[config.mk]
export PLATFORM = sky130hd
export DESIGN_NAME = pdsc_div_cell
export DESIGN_NICKNAME = d
export VERILOG_FILES = /design/src/rtl/pdsc_pkg.sv /design/src/rtl/pdsc_div_cell.sv
export SDC_FILE = /design/constraint.sdc
export NUM_CORES = 1
export LEC_CHECK = 0
export BUFFER_PORTS_ARGS = -buffer_cell sky130_fd_sc_hd__buf_4
export CAP_MARGIN = 30
export CORE_ASPECT_RATIO = 0.75
export CORE_MARGIN = 4
export CORE_UTILIZATION = 30
export CTS_CLUSTER_DIAMETER = 80
export DETAILED_ROUTE_END_ITERATION = 8
export GPL_TIMING_DRIVEN = 0
export HOLD_SLACK_MARGIN = 0.02
export SETUP_SLACK_MARGIN = 0.15
export SLEW_MARGIN = 5
export SYNTH_ARGS = -nofsm -noshare
export SYNTH_HDL_FRONTEND = slang
export SYNTH_SLANG_ARGS = --single-unit
[constraint.sdc]
create_clock -name clk_i -period 0.8 [get_ports clk_i]
set_clock_uncertainty 0.1 [all_clocks]
set_input_delay 0.16 -clock clk_i [delete_from_list [all_inputs] [get_ports clk_i]]
set_output_delay 0.16 -clock clk_i [all_outputs]
set_load 0.005 [all_outputs]
[src/rtl/pdsc_pkg.sv]
// Package for the PLL divider setting calculator.
// Holds shared constants, the register index codes and the divider cell record.
// No dependencies.
package pdsc_pkg;

  // Register index codes of the configuration port.
  typedef enum logic [2:0] {
    REG_PARENT_RATE  = 3'd0,
    REG_MAX_RATE     = 3'd1,
    REG_MIN_VCO_RATE = 3'd2,
    REG_PCW_BITS     = 3'd3,
    REG_PCW_INT_BITS = 3'd4
  } reg_idx_e;

  localparam int unsigned NumW   = 64;
  localparam int unsigned DivW   = 32;
  localparam int unsigned ExpW   = 3;
  localparam int unsigned DivLen = NumW;

  localparam logic [DivW-1:0] DefaultMinVco  = 32'd1000000000;
  localparam logic [4:0]      DefaultIntBits = 5'd7;
  localparam logic [ExpW-1:0] LastExp        = 3'd4;

  localparam logic [31:0] ResetParentRate = 32'd26000000;
  localparam logic [31:0] ResetMaxRate    = 32'd3800000000;
  localparam logic [31:0] ResetMinVco     = 32'd1500000000;
  localparam logic [5:0]  ResetPcwBits    = 6'd22;
  localparam logic [4:0]  ResetPcwIntBits = 5'd8;

  // Data handed from one divider cell to the next.
  typedef struct packed {
    logic            valid;
    logic [NumW-1:0] num;
    logic [DivW-1:0] rem;
    logic [DivW-1:0] quo;
    logic [ExpW-1:0] k;
  } div_t;

endpackage

[src/rtl/pdsc_div_cell.sv]
// One restoring division cell: retires one quotient bit per item.
// Depends on pdsc_pkg.
module pdsc_div_cell (
  input  logic                     clk_i,
  input  logic                     rst_ni,
  input  logic [pdsc_pkg::DivW-1:0] divisor_i,
  input  pdsc_pkg::div_t           cell_i,
  output pdsc_pkg::div_t           cell_o
);

  logic [pdsc_pkg::DivW:0]   trial;
  logic                      ge;
  logic [pdsc_pkg::DivW:0]   diff;
  pdsc_pkg::div_t            cell_d;
  pdsc_pkg::div_t            cell_q;

  // Shift in the next numerator bit and try to subtract the divisor.
  always_comb begin
    trial = {cell_i.rem, cell_i.num[pdsc_pkg::NumW-1]};
    ge    = (trial >= {1'b0, divisor_i});
    diff  = trial - {1'b0, divisor_i};
    cell_d.valid = cell_i.valid;
    cell_d.num   = {cell_i.num[pdsc_pkg::NumW-2:0], 1'b0};
    cell_d.rem   = ge ? diff[pdsc_pkg::DivW-1:0] : trial[pdsc_pkg::DivW-1:0];
    cell_d.quo   = {cell_i.quo[pdsc_pkg::DivW-2:0], ge};
    cell_d.k     = cell_i.k;
  end

  // The whole record is registered; reset clears it.
  always_ff @(posedge clk_i or negedge rst_ni) begin
    if (!rst_ni) begin
      cell_q <= '0;
    end else begin
      cell_q <= cell_d;
    end
  end

  assign cell_o = cell_q;

  // A valid item leaves the cell in the cycle after it enters.
  assert property (@(posedge clk_i) disable iff (!rst_ni)
    cell_i.valid |=> cell_o.valid)
    else $error("div cell dropped an item");

  // The remainder stays below a nonzero divisor once it started below it.
  assert property (@(posedge clk_i) disable iff (!rst_ni)
    (cell_i.valid && divisor_i != '0 && cell_i.rem < divisor_i) |=>
      (cell_o.rem < $past(divisor_i)))
    else $error("div cell remainder out of range");

  // A zero divisor always yields a one quotient bit.
  assert property (@(posedge clk_i) disable iff (!rst_ni)
    (cell_i.valid && divisor_i == '0) |=> cell_o.quo[0])
    else $error("div cell zero divisor bit");

endmodule

# Word-level counts from Yosys, hierarchy flattened
# Cells that the tools add are included.
[word_totals] input_bits=166 romBits=0 latch_bits=0 ff_bits=131 mem_count=0 elab_cells=8 out_inout_bits=132 ramBits=0
[classes] order_cmp=1 eq_ne=0 bitwise_logic=0 add_sub_neg=1 n_reduce_logical=0 n_mul=0 shifts=0 n_mux=1 div_mod_pow=0
[ops] cell="greater-or-equal comparator 33 x 32 -> 1 bit" n=1
[ops] cell="two-way mux 32 bit" n=1
[ops] cell="subtractor 32 bit" n=1

# Longest topological paths before layout
[depth] word_depth=2 mapped_depth=13 depth_no_buf=11

# Worst setup path before layout
# OpenSTA, ideal clock, no wires.
[synth_timing] path_kind="input to register" from="input port divisor_i[23] (netlist bit)" to="register cell_q (netlist bit cell_o[39])" arrival_ps=2269 stages=11 t_required_ps=575 setup_ps=125 slack_ps=-1694 cell_sequence="inv_1 -> ha_1 -> buf_6 -> and3_1 -> o21a_1 -> a311oi_2 -> o21ai_1 -> or3b_1 -> o21a_1 -> buf_6 -> mux2_4"
[synth_rtl] element="start, declared" line_no="pdsc_div_cell.sv:6" source="input logic [pdsc_pkg::DivW-1:0] divisor_i,"
[synth_rtl] element="end signal, assigned" line_no="pdsc_div_cell.sv:34" source="cell_q <= cell_d;"
[synth_rtl] element="end, declared" line_no="pdsc_div_cell.sv:15" source="pdsc_pkg::div_t cell_q;"

==> results.yml <==
yosys:
  synthMuxAreaShare_pct: 2.49
  synth_xor_area_share_pct: 4.05
  syn_area_per_cell_sq_um: 11.4
  synth-simple-area-share_pct: 9.31
  yosysMostFrequentCell: "dfrtp_1"
  synth_top_family_by_area: "compound AO/OA/AOI/OAI gates"
  netlist_top_cells_count: "131 x dfrtp_1, 54 x a21oi_1, 46 x inv_1"
  synth_warnings: 0
  synth-async-reset-ratio_pct: 100
  synth_area_leader_cell: "dfrtp_1"
  synth_edf_count: 0
  synth_top_flop_cell: "dfrtp_1"
  synth_fp_nets: 691
  synth_compound_area_share_pct: 13.0
  synthCells: 492
  synth_seq_area_share_pct: 58.4
  syn-cell-area_sq_um: 5620
  synthAdderAreaFrac_pct: 7.48
  synth-seq-cells: 131
  synth.top_cell.area_share_pct: 58.4
  synth_area_leaders: "dfrtp_1 58%, ha_1 7.1%, a21oi_1 4.8%"
  ys_types: 50
sta:
  min_period_over_period_pct: 283
  finalHoldViolations: 110
  fin_crit_ns: 2.27
  worst_slack_ns: -1.47
  rsz0062_at_grt: "yes"
  hold_ws_ns: -0.444
  setup_viol: 164
  drv_slew: 0
  fmax_ghz: 0.441
clocking:
  clockRootBuffer: "clkbuf_16"
  cts_hold_buf: 98
  cts.sinks: 131
  cts_tree: "yes"
  htree_levels: 4
  cts_buffers: 17
  clk_pin_slew_ns: 0.07
  clockBufferDepth: 2
power_and_ir_drop:
  p_leak_nw: 5.29
  fin_total_pwr_mw: 21.4
  ir_drop_v: 0.00111
  power_density_nw_per_um2: 1920
flow_run:
  cap_violations: 0
run_status:
  violations: "negative hold slack, negative setup slack"
  status: "complete, but fails checks"
cells_and_area:
  drive_above_1_share_pct: 49.3
  diodes: 0
  nNetsFinal: 1123
  area_growth_pct: 98.4
  largest_reg_flops: 131
floorplanning:
  fp.dieH_um: 126
  core_area_sq_um: 18500
  pin_count: 298
  placementRows: 43
  die_width_um: 166
  initial_core_util_pct: 30.4
  dieArea_sq_um: 21000
setup_path:
  required_ns: 1.00
  cpMostUsedCell: "buf_6"
  worstPathArrival_ns: 2.47
  cp-start-kind: "input pin"
  worstPathCellList: "buf_6, inv_6, ha_4, buf_6, and3_4, o21a_1, a311oi_2, o21ai_2, or3b_4, o21a_4, buf_12, clkbuf_16, nor2_4, a21oi_4"
  cp_slowest_cell: "or3b_4"
  worstSetupPathType: "in2reg"
  critPathMaxStageDelay_ns: 0.38
  endpoint_kind: "register"
  path_max_fanout: 7
placement:
  dp_hpwl_um: 14600
  dp_slack_ns: -2.15
  io_buffers: 295
  gp_congestion: 0.846
worst_hold_path:
  hold_class: "in2async"
route:
  num_vias: 5335
  first_iter_violations: 210
  ant_nets: 0
  finalWirelength_um: 22100
  drc: 0
  vias_per_cell: 4.51
  first_pass_iters: 4
  wl_per_cell_um: 18.7
grt:
  antenna_found_initial: 0
  grt_pass1_vias: 5824
  grt_usage_pct: 21.0
  grt_max_degree: 84
  grt-ovfl-total: 0
  grt_pass1_wl_um: 34200
## through the flow
step	area (sq um)	utilization [%]	instances	setup TNS, ns
final	11100	60.4	1184	-95.37
after global routing	11100	60.4	1184	-101.52
after CTS	10900	58.9	1181	-94.42
after detailed placement	8280	44.9	1035	-85.09
after global placement	8250	44.7	1034	-209.06
after floorplan	5720	-	492	-51.46
## cell type report
type | instances | area [sq um]
Clock buffer | 17 | 425
Clock inverter | 15 | 166
Multi-Input combinational cell | 297 | 2610
Sequential cell | 131 | 3280
Tap cell | 247 | 309
Fill cell | 1449 | 7310
Buffer | 18 | 233
Inverter | 46 | 178
Timing Repair Buffer | 413 | 3950
## what timing repair did
action / 4_1_cts / 5_1_grt
resized for setup: 218 / 58
cloned: 2 / 1
endpoints found under the hold margin: 181 / 85
pin swaps: 16 / 5
endpoints found under the setup margin: 164 / 232
buffers inserted: 14 / 2
## cells by family after synthesis
family | after synthesis
flops | 131
buf+inv | 64
mux | 10
xor+xnor | 26
compound gates | 120
other cells | 1
simple gates | 107
fa+ha+maj | 33
## report_power, final
| part | internal, mW | switching [mW] | leakage (nW) |
|---|---|---|---|
| Clock | 4.44 | 3.43 | 0.287 |
| Sequential | 7.24 | 0.310 | 1.52 |
| Combinational | 3.47 | 2.49 | 3.48 |
| Total | 15.2 | 6.24 | 5.29 |
## layer usage
layer / track usage, % / up-vias / part of all wire (%)
met1: 25.9 / 2545 / 41
li1: - / 2552 / -
met2: 35.6 / 198 / 50
met5: 0 / - / 0
met4: 7.66 / 0 / 3.1
met3: 5.73 / 40 / 6.0
## worst max-delay path by stage
stage	from	endpoint	slack [ns]
after floorplan	cell_i[57]	cell_o[39]	-1.59
after global placement	divisor_i[0]	cell_o[65]	-2.16
after detailed placement	cell_i[42]	cell_o[47]	-2.15
after CTS	divisor_i[23]	cell_o[55]	-1.34
after global routing	divisor_i[23]	cell_o[46]	-1.51
final	divisor_i[23]	cell_o[47]	-1.47
## placed cells by master, fill, tap and decap left out, drive strengths merged, types with 3 or more instances in the layout
cell	count
a211oi	3
and2	3
o21ai	21
dlygate4sd3	93
a2111oi	4
a21oi	55
mux2	8
clkbuf	25
o31ai	7
buf	325
xnor2	16
o21bai	5
nand2	24
o21a	6
nor2	37
inv	54
nand3	8
nor3	3
a21o	8
xor2	10
ha	32
nand2b	7
nand4	8
dfrtp	131
clkinv	4
dlymetal6s4s	5
## worst max-delay path: cells and delay by family
kind | cells | cell delay (ns)
adders and majority gates | 1 | 0.19
buffers and inverters | 5 | 0.59
AOI/OAI and AO/OA | 5 | 0.88
and+or+nand+nor | 3 | 0.65
Power figures use the tool's default switching activity.
